$ cat src/rtl/core/dnd_pkg.sv
`default_nettype none
// ----------------------------------------------------------------------------
// dnd_pkg
// shared constants, codes and controller/datapath handshake types for the
// dns name decompressor
// ----------------------------------------------------------------------------
package dnd_pkg;

    localparam int PACKET_BYTES_DEF = 512;
    localparam int NAME_BYTES       = 256;
    localparam int NAME_AW          = 8;
    localparam int CHUNK_CHARS      = 8;

    localparam logic [7:0] LABEL_MAX = 8'd63;
    localparam logic [5:0] PTR_MASK  = 6'h3f;
    localparam logic [7:0] DOT_CHAR  = 8'h2e;

    localparam logic [8:0] NAME_LIMIT_RESET = 9'd256;
    localparam logic [8:0] NAME_LIMIT_CAP   = 9'd256;
    localparam logic [4:0] MAX_HOPS_RESET   = 5'd16;

    // register index, taken from paddr[2]
    localparam logic REG_NAME_LIMIT = 1'b0;
    localparam logic REG_MAX_HOPS   = 1'b1;

    typedef logic [2:0] status_t;
    localparam status_t ST_OK     = 3'd0;
    localparam status_t ST_TRUNC  = 3'd1;
    localparam status_t ST_BADPTR = 3'd2;
    localparam status_t ST_DEEP   = 3'd3;
    localparam status_t ST_LONG   = 3'd4;

    typedef struct packed {
        logic    load;
        logic    dec_start;
        logic    addr_plus1;
        logic    name_done;
        logic    ptr_save;
        logic    label_begin;
        logic    label_step;
        logic    name_wr;
        logic    name_dot;
        logic    ptr_follow;
        logic    err_set;
        status_t err_code;
        logic    gath_issue;
        logic    gath_recv;
        logic    chunk_next;
    } dp_cmd_t;

    typedef struct packed {
        logic start_oob;
        logic pos_oob;
        logic byte_zero;
        logic byte_ptr;
        logic ptr_trunc;
        logic lbl_trunc;
        logic lbl_long;
        logic tgt_bad;
        logic hops_deep;
        logic cnt_one;
        logic gath_more;
        logic out_last;
    } dp_status_t;

endpackage
`default_nettype wire

$ cat src/rtl/core/dnd_ctrl.sv
`default_nettype none
// ----------------------------------------------------------------------------
// dnd_ctrl
// sequencer for loading, label walking, pointer hops and chunk output
// ----------------------------------------------------------------------------
module dnd_ctrl (
    input  logic                clk,
    input  logic                rst_n,
    input  logic                in_valid,
    input  logic                in_mode,
    output logic                in_ready,
    output logic                out_valid,
    input  logic                out_ready,
    input  dnd_pkg::dp_status_t dp_stat,
    output dnd_pkg::dp_cmd_t    dp_cmd
);

    localparam logic [3:0] S_IDLE  = 4'd0;
    localparam logic [3:0] S_FETCH = 4'd1;
    localparam logic [3:0] S_HEAD  = 4'd2;
    localparam logic [3:0] S_PTR   = 4'd3;
    localparam logic [3:0] S_LBL   = 4'd4;
    localparam logic [3:0] S_LTAIL = 4'd5;
    localparam logic [3:0] S_DOT   = 4'd6;
    localparam logic [3:0] S_GATH  = 4'd7;
    localparam logic [3:0] S_EMIT  = 4'd8;

    logic [3:0] state_reg, state_next;
    logic       lbl_pend_reg;
    logic       gath_pend_reg;

    assign in_ready  = state_reg == S_IDLE;
    assign out_valid = state_reg == S_EMIT;

    always_comb
    begin
        dp_cmd     = '0;
        state_next = state_reg;

        // label bytes land in the cycle after their read
        dp_cmd.name_wr   = lbl_pend_reg;
        dp_cmd.gath_recv = gath_pend_reg;

        unique case (state_reg)
            S_IDLE:
            begin
                if (in_valid)
                begin
                    if (!in_mode)
                        dp_cmd.load = 1'b1;
                    else if (dp_stat.start_oob)
                    begin
                        dp_cmd.err_set  = 1'b1;
                        dp_cmd.err_code = dnd_pkg::ST_TRUNC;
                        state_next      = S_EMIT;
                    end
                    else
                    begin
                        dp_cmd.dec_start = 1'b1;
                        state_next       = S_FETCH;
                    end
                end
            end

            S_FETCH:
                state_next = S_HEAD;

            S_HEAD:
            begin
                priority if (dp_stat.pos_oob)
                begin
                    dp_cmd.err_set  = 1'b1;
                    dp_cmd.err_code = dnd_pkg::ST_TRUNC;
                    state_next      = S_EMIT;
                end
                else if (dp_stat.byte_zero)
                begin
                    dp_cmd.name_done = 1'b1;
                    state_next       = S_GATH;
                end
                else if (dp_stat.byte_ptr)
                begin
                    if (dp_stat.ptr_trunc)
                    begin
                        dp_cmd.err_set  = 1'b1;
                        dp_cmd.err_code = dnd_pkg::ST_TRUNC;
                        state_next      = S_EMIT;
                    end
                    else
                    begin
                        dp_cmd.addr_plus1 = 1'b1;
                        dp_cmd.ptr_save   = 1'b1;
                        state_next        = S_PTR;
                    end
                end
                else if (dp_stat.lbl_trunc)
                begin
                    dp_cmd.err_set  = 1'b1;
                    dp_cmd.err_code = dnd_pkg::ST_TRUNC;
                    state_next      = S_EMIT;
                end
                else if (dp_stat.lbl_long)
                begin
                    dp_cmd.err_set  = 1'b1;
                    dp_cmd.err_code = dnd_pkg::ST_LONG;
                    state_next      = S_EMIT;
                end
                else
                begin
                    dp_cmd.label_begin = 1'b1;
                    state_next         = S_LBL;
                end
            end

            S_PTR:
            begin
                priority if (dp_stat.tgt_bad)
                begin
                    dp_cmd.err_set  = 1'b1;
                    dp_cmd.err_code = dnd_pkg::ST_BADPTR;
                    state_next      = S_EMIT;
                end
                else if (dp_stat.hops_deep)
                begin
                    dp_cmd.err_set  = 1'b1;
                    dp_cmd.err_code = dnd_pkg::ST_DEEP;
                    state_next      = S_EMIT;
                end
                else
                begin
                    dp_cmd.ptr_follow = 1'b1;
                    state_next        = S_FETCH;
                end
            end

            S_LBL:
            begin
                dp_cmd.label_step = 1'b1;
                if (dp_stat.cnt_one)
                    state_next = S_LTAIL;
            end

            S_LTAIL:
                state_next = S_DOT;

            // separator write, next length byte read in the same cycle
            S_DOT:
            begin
                dp_cmd.name_dot = 1'b1;
                state_next      = S_HEAD;
            end

            S_GATH:
            begin
                dp_cmd.gath_issue = dp_stat.gath_more;
                if (!dp_stat.gath_more && !gath_pend_reg)
                    state_next = S_EMIT;
            end

            S_EMIT:
            begin
                if (out_ready)
                begin
                    if (dp_stat.out_last)
                        state_next = S_IDLE;
                    else
                    begin
                        dp_cmd.chunk_next = 1'b1;
                        state_next        = S_GATH;
                    end
                end
            end

            default:
                state_next = S_IDLE;
        endcase
    end

    always_ff @(posedge clk or negedge rst_n)
    begin
        if (!rst_n)
        begin
            state_reg     <= S_IDLE;
            lbl_pend_reg  <= 1'b0;
            gath_pend_reg <= 1'b0;
        end
        else
        begin
            state_reg     <= state_next;
            lbl_pend_reg  <= dp_cmd.label_step;
            gath_pend_reg <= dp_cmd.gath_issue;
        end
    end

endmodule
`default_nettype wire

$ cat config.mk
export PLATFORM = sky130hd
export DESIGN_NAME = dnd_ctrl
export DESIGN_NICKNAME = d
export VERILOG_FILES = /design/src/rtl/core/dnd_pkg.sv /design/src/rtl/core/dnd_ctrl.sv
export SDC_FILE = /design/constraint.sdc
export NUM_CORES = 1
export LEC_CHECK = 0
export ABC_CLOCK_PERIOD_IN_PS = 2600
export BUFFER_PORTS_ARGS = -buffer_cell sky130_fd_sc_hd__buf_2
export CAP_MARGIN = 20
export CORE_MARGIN = 4
export CORE_UTILIZATION = 30
export DETAILED_ROUTE_END_ITERATION = 10
export GPL_TIMING_DRIVEN = 0
export RECOVER_POWER = 25
export SYNTH_ARGS = -nofsm -noshare
export SYNTH_HDL_FRONTEND = slang
export SYNTH_SLANG_ARGS = --single-unit
export TNS_END_PERCENT = 50
$ cat constraint.sdc
create_clock -name clk -period 2.6 [get_ports clk]
set_clock_uncertainty 0.05 [all_clocks]
set_input_delay 0.13 -clock clk [delete_from_list [all_inputs] [get_ports clk]]
set_output_delay 0.13 -clock clk [all_outputs]
set_load 0.005 [all_outputs]
==> summary.md <==
| Metric | Value |
|---|---|
| CTS Buffer Depth | `2` |
| Die footprint | `just over 0.003 mm^2` |
| Commonest non-fill, non-tap cells in the layout | `buf_2, dfrtp_1, nand2_1` |
| Relative slew slack | `just under 70%` |
| Tot Pwr | `approximately 750 uW` |
| Num rows | `16` |
| Clock root buffer | `clkbuf_4` |
| Mean Syn Cell Area | `approximately 8.5 um^2` |
| Max-slew violations | `0` |
| Synth Net Count | `between 90 and 100` |
| DRT iter0 DRCs | `11` |
| Worst-skew pair later-pin latency | `approximately 0.24 ns` |
| Simple-Gate Fraction of Synth Area | `44.3%` |
| R2R setup slack | `around 0.89 ns` |
| Overall die height | `between 50 and 60 um` |
| H-tree depth | `1` |
| Crit path capture type | `output port` |
| DR WL/cell | `around 12 um` |
| FFs w/ async S/R, synth | `between 90% and 100%` |
| Gr ovfl total | `0` |
| Worst EP arrival | `1.80 ns` |
| P&R area growth vs syn | `35.6%` |
| IO Pins | `36` |
| Least-Margin Pin Slew | `0.455 ns` |
| Inserted Clock Buffers | `3` |
| Max incr delay on CP | `roughly 0.47 ns` |
| Post-CTS repair timing setup buffer count | `0` |
| Worst hold path type | `input pin to register` |
| WP depth | `5` |
| Setup CP Type | `register to output port` |
| Die X | `approximately 55 um` |
| Drt via density | `5.11` |
| Cell variety after synth | `37` |
| Largest fanout on the critical path | `6` |
| Final worst path period need | `just under 2 ns` |
| Post-route ant nets | `0` |
| Reg2reg start | `state_reg[2]$_DFFE_PN0P_` |
| Initial core utilization | `approximately 33%` |
| Core footprint | `a little over 0.002 mm^2` |
| CP top delay family | `simple AND/OR/NAND/NOR gates` |
| Top cell type's share of synthesized area | `22.3%` |
| Flops & latches, synth | `6` |
| Drt total wl | `between 1500 and 2000 um` |
| Fill cell count | `230` |
| Sequential area share after synthesis | `between 20% and 30%` |
| Final Hold Vio Count | `0` |
| Initial antenna violation count | `0` |
| Synth Instances | `roughly 80` |
| Worst path bufs/invs | `2` |
| Multiplexer area fraction after synthesis | `between 1 and 1.5%` |
| Post-CTS sizing | `0` |
| PD cells | `roughly 820 mW/mm^2` |
| Clock Sinks | `6` |
| Largest family of logic cells by synthesized area | `simple AND/OR/NAND/NOR gates` |
| Vias post-DR | `between 700 and 800` |
| Fmax | `~0.50 GHz` |
| Main flop type after synthesis | `dfrtp_1` |
| GR Util All Layers | `between 10% and 20%` |
| Setup TNS Final | `0 ns` |
| RSZ-0062 raised after global routing | `no` |
| Critical path endpoint | `dp_cmd[14]` |
| Post-synthesis compound-gate area fraction | `around 22%` |
| Max Cap Viol | `0` |
| Clock transition at path regs | `0.05 ns` |
| Leak | `0.000469 uW` |
| GP Congestion | `between 0.7 and 0.8` |
| CP startpoint kind | `register` |
| IO buf count | `35` |
| Largest cells by area after synthesis | `dfrtp_1, buf_4, nor4b_2` |
| Mapped Area | `approximately 670 um^2` |
| Max reg flops | `4` |
| Fraction of layout instances using a drive strength above 1 | `47.5%` |
| Vias in the first global route | `~700` |
| Cells on worst reg2reg path | `5` |
| Commonest non-fill, non-tap cell in the layout | `buf_2` |
| Outcome | `finished, final reports clean` |
| TritonRoute pass-1 iters | `4` |
| First-pass GRT wire length | `around 2900 um` |
| Area leader, netlist | `dfrtp_1` |
| Diodes inserted | `0` |
| Hold path start | `dp_stat[1]` |
| CP max stage cell | `nor4b_2` |
| Worst R2R End | `state_reg[2]$_DFFE_PN0P_` |
| Final nets | `about 140` |
| Largest net degree at the start of global routing | `11` |
| Worst VDD drop | `roughly 280 uV` |
| Warnings from Yosys | `0` |
| Number of synthesized flops with an enable pin | `0` |
| # setup viols final | `0` |
| CTS tree | `done` |
| Dpl hpwl | `about 1500 um` |
| Fin crit share | `76.2%` |
| Synth Area in XOR/XNOR | `0%` |
| CP required | `approximately 2.4 ns` |
| CP Launch Point | `state_reg[2]$_DFFE_PN0P_` |
| Critical path, cell by cell | `nor4b_2 -> nand2_1 -> nor3b_1 -> buf_4 -> buf_2` |
| Adder-cell share of the synthesized area | `0%` |
| Drt drc | `0` |
repair_timing:
action / 4_1_cts / 5_1_grt
endpoints found under the hold margin: 6 / 0
hold buffers: 1 / 0
setup endpoints to repair: 0 / 0
report_power, final:
| part | internal [uW] | total (uW) | switching, uW | leakage, uW |
|---|---|---|---|---|
| registers | 123 | 162 | 38.6 | 0.0000811 |
| logic | 240 | 503 | 262 | 0.000374 |
| clock network | 52.3 | 86.4 | 34.1 | 0.0000138 |
| total | 416 | 751 | 335 | 0.000469 |
metal layers:
| metal | up-vias | track usage [%] | wire length [um] |
|---|---|---|---|
| met4 | 0 | 2.78 | 0 |
| met1 | 342 | 13.1 | 748 |
| met3 | 0 | 4.66 | 134 |
| li1 | 375 | - | - |
| met5 | - | 0 | 0 |
| met2 | 24 | 19.3 | 898 |
cell usage after synthesis (3+ instances only):
| library cell | n |
|---|---|
| a21oi_1 | 4 |
| buf_4 | 4 |
| dfrtp_1 | 6 |
| inv_1 | 3 |
| nand2_1 | 5 |
| nand3_1 | 3 |
| nand3b_1 | 3 |
| nor2_1 | 3 |
| nor2b_1 | 3 |
| nor3_1 | 4 |
| nor3b_1 | 3 |
| or2_2 | 3 |
worst min-delay path by stage:
stage	cells after the start	end
after global routing	2	gath_pend_reg$_DFF_PN0_
after detailed placement	1	lbl_pend_reg$_DFF_PN0_
after floorplan	0	gath_pend_reg$_DFF_PN0_
after CTS	2	gath_pend_reg$_DFF_PN0_
final	2	gath_pend_reg$_DFF_PN0_
after global placement	1	gath_pend_reg$_DFF_PN0_
kinds of logic after synthesis:
group | Yosys count
muxes | 1
buffers and inverters | 10
AOI/OAI and AO/OA | 19
DFF | 6
and+or+nand+nor | 43
through the flow:
stage / utilization, % / std cells / hold slack [ns] / area (um^2) / setup slack (ns)
after global routing: 44.8 / 145 / 0.184 / 915 / 0.393
after global placement: 43.3 / 141 / -0.0902 / 883 / 0.867
final: 44.8 / 145 / 0.168 / 915 / 0.619
after CTS: 44.9 / 145 / 0.170 / 916 / 0.604
after floorplan: - / 79 / -0.216 / 674 / 1.04
after detailed placement: 43.3 / 141 / -0.0811 / 883 / 0.872
layout make-up:
class,instances,area [um^2],share of cell area [%]
Sequential cell,6,150,16.4
Multi-Input combinational cell,63,455,49.8
Timing Repair Buffer,36,184,20.1
Clock buffer,3,22.5,2.46
Tap cell,27,33.8,3.69
Inverter,3,11.3,1.23
Buffer,7,57.6,6.29
Note: power is estimated with default switching activity, not from simulation.
