`config.mk`:
```
export PLATFORM = sky130hd
export DESIGN_NAME = dnd_regs
export DESIGN_NICKNAME = d
export VERILOG_FILES = /design/src/rtl/core/dnd_pkg.sv /design/src/rtl/core/dnd_regs.sv
export SDC_FILE = /design/constraint.sdc
export NUM_CORES = 1
export LEC_CHECK = 0
export BUFFER_PORTS_ARGS = -buffer_cell sky130_fd_sc_hd__buf_2
export CAP_MARGIN = 20
export CORE_AREA = 5 5 58 60
export DETAILED_ROUTE_END_ITERATION = 10
export DIE_AREA = 0 0 63 65
export PLACE_DENSITY_LB_ADDON = 0.08
export SKIP_LAST_GASP = 1
export SYNTH_ARGS = -nofsm -noshare
export SYNTH_HDL_FRONTEND = slang
export SYNTH_SLANG_ARGS = --single-unit
```
`constraint.sdc`:
```
create_clock -name clk -period 0.8 [get_ports clk]
set_input_delay 0.16 -clock clk [delete_from_list [all_inputs] [get_ports clk]]
set_output_delay 0.16 -clock clk [all_outputs]
set_load 0.05 [all_outputs]
```
`src/rtl/core/dnd_pkg.sv`:
```
`default_nettype none
// ----------------------------------------------------------------------------
// dnd_pkg
// shared constants, codes and controller/datapath handshake types for the
// dns name decompressor
// ----------------------------------------------------------------------------
package dnd_pkg;

    localparam int PACKET_BYTES_DEF = 512;
    localparam int NAME_BYTES       = 256;
    localparam int NAME_AW          = 8;
    localparam int CHUNK_CHARS      = 8;

    localparam logic [7:0] LABEL_MAX = 8'd63;
    localparam logic [5:0] PTR_MASK  = 6'h3f;
    localparam logic [7:0] DOT_CHAR  = 8'h2e;

    localparam logic [8:0] NAME_LIMIT_RESET = 9'd256;
    localparam logic [8:0] NAME_LIMIT_CAP   = 9'd256;
    localparam logic [4:0] MAX_HOPS_RESET   = 5'd16;

    // register index, taken from paddr[2]
    localparam logic REG_NAME_LIMIT = 1'b0;
    localparam logic REG_MAX_HOPS   = 1'b1;

    typedef logic [2:0] status_t;
    localparam status_t ST_OK     = 3'd0;
    localparam status_t ST_TRUNC  = 3'd1;
    localparam status_t ST_BADPTR = 3'd2;
    localparam status_t ST_DEEP   = 3'd3;
    localparam status_t ST_LONG   = 3'd4;

    typedef struct packed {
        logic    load;
        logic    dec_start;
        logic    addr_plus1;
        logic    name_done;
        logic    ptr_save;
        logic    label_begin;
        logic    label_step;
        logic    name_wr;
        logic    name_dot;
        logic    ptr_follow;
        logic    err_set;
        status_t err_code;
        logic    gath_issue;
        logic    gath_recv;
        logic    chunk_next;
    } dp_cmd_t;

    typedef struct packed {
        logic start_oob;
        logic pos_oob;
        logic byte_zero;
        logic byte_ptr;
        logic ptr_trunc;
        logic lbl_trunc;
        logic lbl_long;
        logic tgt_bad;
        logic hops_deep;
        logic cnt_one;
        logic gath_more;
        logic out_last;
    } dp_status_t;

endpackage
`default_nettype wire

```
`src/rtl/core/dnd_regs.sv`:
```
`default_nettype none
// ----------------------------------------------------------------------------
// dnd_regs
// apb configuration registers: name length limit and pointer hop limit
// ----------------------------------------------------------------------------
module dnd_regs (
    input  logic        clk,
    input  logic        rst_n,
    input  logic        psel,
    input  logic        penable,
    input  logic        pwrite,
    input  logic [2:0]  paddr,
    input  logic [31:0] pwdata,
    output logic [31:0] prdata,
    output logic        pready,
    output logic [8:0]  name_limit,
    output logic [4:0]  max_hops
);

    logic [8:0] name_limit_reg;
    logic [4:0] max_hops_reg;
    logic       wr_en;

    assign pready = 1'b1;
    assign wr_en  = psel && penable && pwrite;

    always_ff @(posedge clk or negedge rst_n)
    begin
        if (!rst_n)
        begin
            name_limit_reg <= dnd_pkg::NAME_LIMIT_RESET;
            max_hops_reg   <= dnd_pkg::MAX_HOPS_RESET;
        end
        else if (wr_en)
        begin
            if (paddr[2] == dnd_pkg::REG_NAME_LIMIT)
                name_limit_reg <= pwdata[8:0];
            else
                max_hops_reg <= pwdata[4:0];
        end
    end

    always_comb
    begin
        if (paddr[2] == dnd_pkg::REG_MAX_HOPS)
            prdata = {27'd0, max_hops_reg};
        else
            prdata = {23'd0, name_limit_reg};
    end

    assign name_limit = name_limit_reg;
    assign max_hops   = max_hops_reg;

endmodule
`default_nettype wire

```
==> impl_metrics.toml, run 1 <==
[outcome]
status = "finished, violations left"
violations = "negative setup slack"

[floorplan]
start_util = 0.2891
rows = 20
die_area_sq_um = 4095
die_h_microns = 65
coreArea_sq_um = 2878
die_x_microns = 63
io_pins = 87

[finish]
drive_gt1_frac = 0.8000
layout.nets = 166
diodes = 0
area_growth_pct = 83.31
largest_register_ffs = 9
final_util = 0.5300
final_cells = 158
final_cell_mix = "conb_1, buf_6, mux2_4, buf_2, dfrtp_2"

[logic_synthesis]
synth.distinct_cells = 8
synth_seq_area_share = 0.4241
synthCells = 66
ys_ff_latch = 14
ys_warn_count = 0
syn_area_sq_um = 832.0
postSynthAreaPerCell_sq_um = 12.61

[pwr]
pwr-share-clk = 0.120
switchingPower_mw = 1.896
seqPwrFrac = 0.235
vdd_drop_max_mv = 1.659
p_comb_frac = 0.645
p_sw_frac = 0.4381
power_density_nw_per_um2 = 2837
cellInternalPower_mw = 2.431
power.leakage_nw = 0.8018

[routing]
first_pass_iters = 3
wirelength_microns = 2227
drt_iter0_drc = 10
vias_per_cell = 4.070
wire_per_inst_microns = 14.09
drc = 0
final_antenna_net_count = 0
num_vias = 643

[worst_setup_path]
worstPathArrival_ns = 1.13
cp-end-kind = "output pin"
required_ns = 0.64
crit_type = "register to output pin"
startpoint_type = "register"
cp_max_fo = 2

[sta]
finalSetupViolCount = 34
setup_ws_ns = -0.4858
fmax_mhz = 777.7
finalHoldViolCount = 0
rsz0062_at_grt = "true"
slew_viol_final = 0
fin_crit_sh = 1.607
fin_crit_ns = 1.286
finClkSkew_ns = 0
hold-worst-slack_ns = 0.1044

[cts]
clockRootBuffer = "clkbuf_4"
cts_sinks = 14
cts_tree = "built"
cts_buffer_depth = 2
path_clk_slew_ns = 0.09
clk_latency_ns = 0.28
cts_max_level = 1
cts_buffers = 3

[global_routing]
track_usage = 0.09993
grt_pass1_wl_microns = 3187
grt.overflow.total = 0
first_global_vias = 675
grt_max_degree = 15
antenna_found_initial = 0

[run]
max_cap_viol_count = 0

[placement]
dp.cells = 145
gp_congestion = 0.6493
dp_slack_ns = -0.3079
io_buffer_count = 37
hpwlAfterDp_microns = 1525

[hold_path]
min-delay-path-class = "input port to register"
final timing paths:
path / startpoint / depth (start not counted) / endpoint / slack [ns]
worst max-delay path: name_limit[4] / 2 / prdata[4] / -0.49
worst min-delay path: pwdata[7] / 2 / name_limit[7] / 0.10
worst max register to register: name_limit[4] / 3 / name_limit[4] / -0.21
worst min register to register: name_limit[6] / 1 / name_limit[6] / 0.56
max in group asynchronous: rst_n / 2 / max_hops[4] / 0.20
min in group asynchronous: rst_n / 2 / name_limit[3] / 0.31
timing repair:
| action | in CTS | in global routing |
|---|---|---|
| gates cloned | 0 | 1 |
| buffers inserted | 3 | 11 |
| setup endpoints to repair | 32 | 36 |
| gates resized for setup | 61 | 14 |
| hold endpoints to repair | 12 | 0 |
| hold buffers | 1 | 0 |
power by group through the flow:
stage	Clock [mW]	Combinational (mW)	Sequential (mW)
final	0.520	2.79	1.02
after global routing	0.581	2.90	1.04
after CTS	0.541	2.65	1.02
after detailed placement	0	2.09	1.01
after global placement	0	2.09	1.01
after floorplan	0	1.09	1.59
cell type report:
| cell class | instances | area [sq um] |
|---|---|---|
| clock buffer | 4 | 36.28 |
| fill | 249 | 1353 |
| multi-input combinational | 50 | 486.7 |
| sequential | 14 | 367.9 |
| tap | 33 | 41.29 |
| timing repair buffer | 57 | 593.1 |
Yosys cell counts:
| cell | instances | area share |
|---|---|---|
| nor2b_1 | 4 | 0.030 |
| nand4_4 | 1 | 0.026 |
| mux2_2 | 19 | 0.26 |
| dfstp_2 | 2 | 0.063 |
| dfrtp_1 | 12 | 0.36 |
| nand4b_4 | 1 | 0.029 |
| buf_4 | 25 | 0.23 |
| conb_1 | 2 | 0.0090 |
routing by layer:
layer | GRT usage | vias up | routed length [microns]
li1 | - | 294 | -
met1 | 0.1165 | 316 | 927
met2 | 0.1692 | 31 | 1111
met3 | 0.02080 | 2 | 158
met4 | 0.05570 | 0 | 30
met5 | 0 | - | 0
cell families after synthesis:
logic type / synth area share
buffers and inverters: 0.2256
multiplexers: 0.2571
other: 0.009026
AND/OR/NAND/NOR: 0.08420
flip-flops: 0.4241
worst max-delay path, cell delays in order, from the launching register on:
cell	delay [ns]
dfrtp_2	0.41
mux2_4	0.28
buf_8	0.15
metrics by stage:
step / cell area (sq um) / setup TNS, ns / power (mW)
global placement: 1181 / -7.337 / 3.098
global route: 1525 / -10.96 / 4.514
finish: 1525 / -9.791 / 4.327
floorplan: 1035 / -4.073 / 2.681
detailed placement: 1181 / -7.567 / 3.105
CTS: 1450 / -9.588 / 4.208
Power figures use the tool's default switching activity.
==> run 2, diff against run 1 <==
--- a/config.mk
+++ b/config.mk
@@ -5,11 +5,12 @@
 export SDC_FILE = /design/constraint.sdc
 export NUM_CORES = 1
 export LEC_CHECK = 0
+export ABC_AREA = 1
 export BUFFER_PORTS_ARGS = -buffer_cell sky130_fd_sc_hd__buf_2
 export CAP_MARGIN = 20
-export CORE_AREA = 5 5 58 60
+export CORE_AREA = 5 5 59 61
 export DETAILED_ROUTE_END_ITERATION = 10
-export DIE_AREA = 0 0 63 65
+export DIE_AREA = 0 0 64 66
 export PLACE_DENSITY_LB_ADDON = 0.08
 export SKIP_LAST_GASP = 1
 export SYNTH_ARGS = -nofsm -noshare
==> run 2 against run 1 <==
Compared with the run above:
- the run still ends with negative setup slack left
- combinational power shrank 26%
- synthesized cell count grew 74%
- sequential share of layout area grew 0.90 points
- via count grew 32%
- die area grew 3.2%
- non-clock buffer count shrank 7
- core utilization shrank 2.8 points
- hold slack lost 0.017 ns
- critical endpoint is now prdata[8]
- largest power group unchanged
==> impl_metrics.toml, run 2 <==
[hold_path]
hold_depth = 3
min-delay-path-class = "input port to register"

[pwr]
power.leakage_nw = 0.7518
p_comb_frac = 0.573
pwr-share-clk = 0.144
power_mw = 3.618
power_density_nw_per_um2 = 2461
switchingPower_mw = 1.755
vdd_drop_max_mv = 1.270
p_sw_frac = 0.4850
cellInternalPower_mw = 1.863
seqPwrFrac = 0.283

[worst_setup_path]
crit_chain = "inv_2 -> nor2_4 -> buf_6"
worstPathArrival_ns = 1.10
reg2reg_depth = 4
cp-end-kind = "output pin"
critPathMaxStageDelay_ns = 0.55
cp_max_fo = 3
critical_path.top_delay_family = "flip-flops"
startpoint_type = "register"
required_ns = 0.64
crit_slowest_cell = "dfstp_2"
crit_type = "register to output pin"
cp_num_buf_inv = 2
cp.depth = 3

[finish]
largest_register_ffs = 9
diodes = 0
fillers = 294
final_common_cell = "nand2_1"
ff_latch_area_sq_um = 367.9
multiInputGateArea_sq_um = 494.2
drive_gt1_frac = 0.5976
fin_area_sq_um = 1470
final_util = 0.5021
final_cell_mix = "nand2_1, conb_1, buf_6, nand3_1, buf_2"
area_growth_pct = 65.49
layout.nets = 205
final_cells = 197

[logic_synthesis]
synthCells = 115
async_flop_share = 1.000
synth_seq_area_share = 0.3972
postSynthAreaPerCell_sq_um = 7.725
synth-edff-count = 0
yosysTopAreaCell = "dfrtp_1"
synth_common_cells = "nand2_1, buf_4, nand3_1"
synth_ff_type = "dfrtp_1"
syn_area_sq_um = 888.4
ys_warn_count = 0
netlist.area_leader.share = 0.3380
synth_most_common_cell = "nand2_1"
yosys-top-cells-area = "dfrtp_1, buf_4, nand2_1"
synth.distinct_cells = 17
ys_ff_latch = 14

[routing]
final_antenna_net_count = 0
wire_per_inst_microns = 12.37
first_pass_iters = 4
drt_iter0_drc = 33
wirelength_microns = 2437
vias_per_cell = 4.294
drc = 0
num_vias = 846

[sta]
setup_ws_ns = -0.4615
rsz0062_at_grt = "true"
fmax_mhz = 792.7
finalHoldViolCount = 0
fin_crit_sh = 1.577
finalSetupViolCount = 24
slew_viol_final = 0
finClkSkew_ns = 0
fin_crit_ns = 1.262

[cts]
clockRootBuffer = "clkbuf_4"
cts_max_level = 1
clk_latency_ns = 0.28
cts_sinks = 14
cts_tree = "built"
path_clk_slew_ns = 0.09
cts_buffer_depth = 2
cts_buffers = 3

[placement]
dp_slack_ns = -0.2610
hpwlAfterDp_microns = 1836
io_buffer_count = 37
dpl_cell_area_sq_um = 1189
dp.cells = 188
gp_congestion = 0.7189

[floorplan]
start_util = 0.3034
coreArea_sq_um = 2928
die_h_microns = 66
die_area_sq_um = 4224
die_x_microns = 64
io_pins = 87
rows = 20

[outcome]
violations = "negative setup slack"
status = "finished, violations left"

[global_routing]
antenna_found_initial = 0
track_usage = 0.1089
grt.overflow.total = 0
grt_max_degree = 15
grt_pass1_wl_microns = 3581
first_global_vias = 765

[run]
max_cap_viol_count = 0
[run 2: power by group through the flow]
stage / Sequential (mW) / Combinational, mW / Clock (mW)
final: 1.02 / 2.07 / 0.522
after detailed placement: 1.01 / 1.66 / 0
after CTS: 1.03 / 1.95 / 0.546
after global placement: 1.00 / 1.66 / 0
after global routing: 1.04 / 2.16 / 0.569
after floorplan: 1.48 / 0.922 / 0
[run 2: tightest hold or removal path, stage by stage]
cell and delay, ns:
buf_2 0.10, nand3_1 0.07, nand2_1 0.05
[run 2: metal layers]
metal | GRT usage | share of wire
met1 | 0.1270 | 0.38
met3 | 0.02381 | 0.12
met5 | 0 | 0
met2 | 0.1822 | 0.48
met4 | 0.06234 | 0.013
[run 2: final cells by class]
type,count,area share
Tap cell,33,0.02809
Clock buffer,4,0.02468
Sequential cell,14,0.2502
Inverter,6,0.01702
Timing Repair Buffer,50,0.3438
Multi-Input combinational cell,90,0.3362
[run 2: final timing paths]
check | to | start | slack (ns)
max in group asynchronous | name_limit[8] | rst_n | 0.21
max | prdata[8] | name_limit[8] | -0.46
min reg2reg | name_limit[8] | name_limit[8] | 0.48
min | name_limit[8] | pwdata[8] | 0.09
min in group asynchronous | name_limit[7] | rst_n | 0.30
max reg2reg | max_hops[4] | max_hops[4] | -0.09
[run 2: cells by family after synthesis]
kind of cell / share of synthesized area
AND/OR/NAND/NOR: 0.3338
other: 0.008454
buffers and inverters: 0.2605
flip-flops: 0.3972
[run 2: stage by stage]
step | setup TNS, ns | hold WS, ns
6_report | -7.212 | 0.08790
5_1_grt | -8.053 | 0.08393
4_1_cts | -7.395 | 0.07634
3_5_place_dp | -5.334 | 0.08145
2_1_floorplan | -2.183 | -0.1356
3_3_place_gp | -5.164 | 0.08426
[run 2: what timing repair did]
item / CTS / global route
pin swaps: 7 / 7
gates cloned: 0 / 1
hold endpoints to repair: 12 / 0
setup buffers: 0 / 3
hold buffers: 1 / 0
resized for setup: 48 / 14
endpoints found under the setup margin: 23 / 29
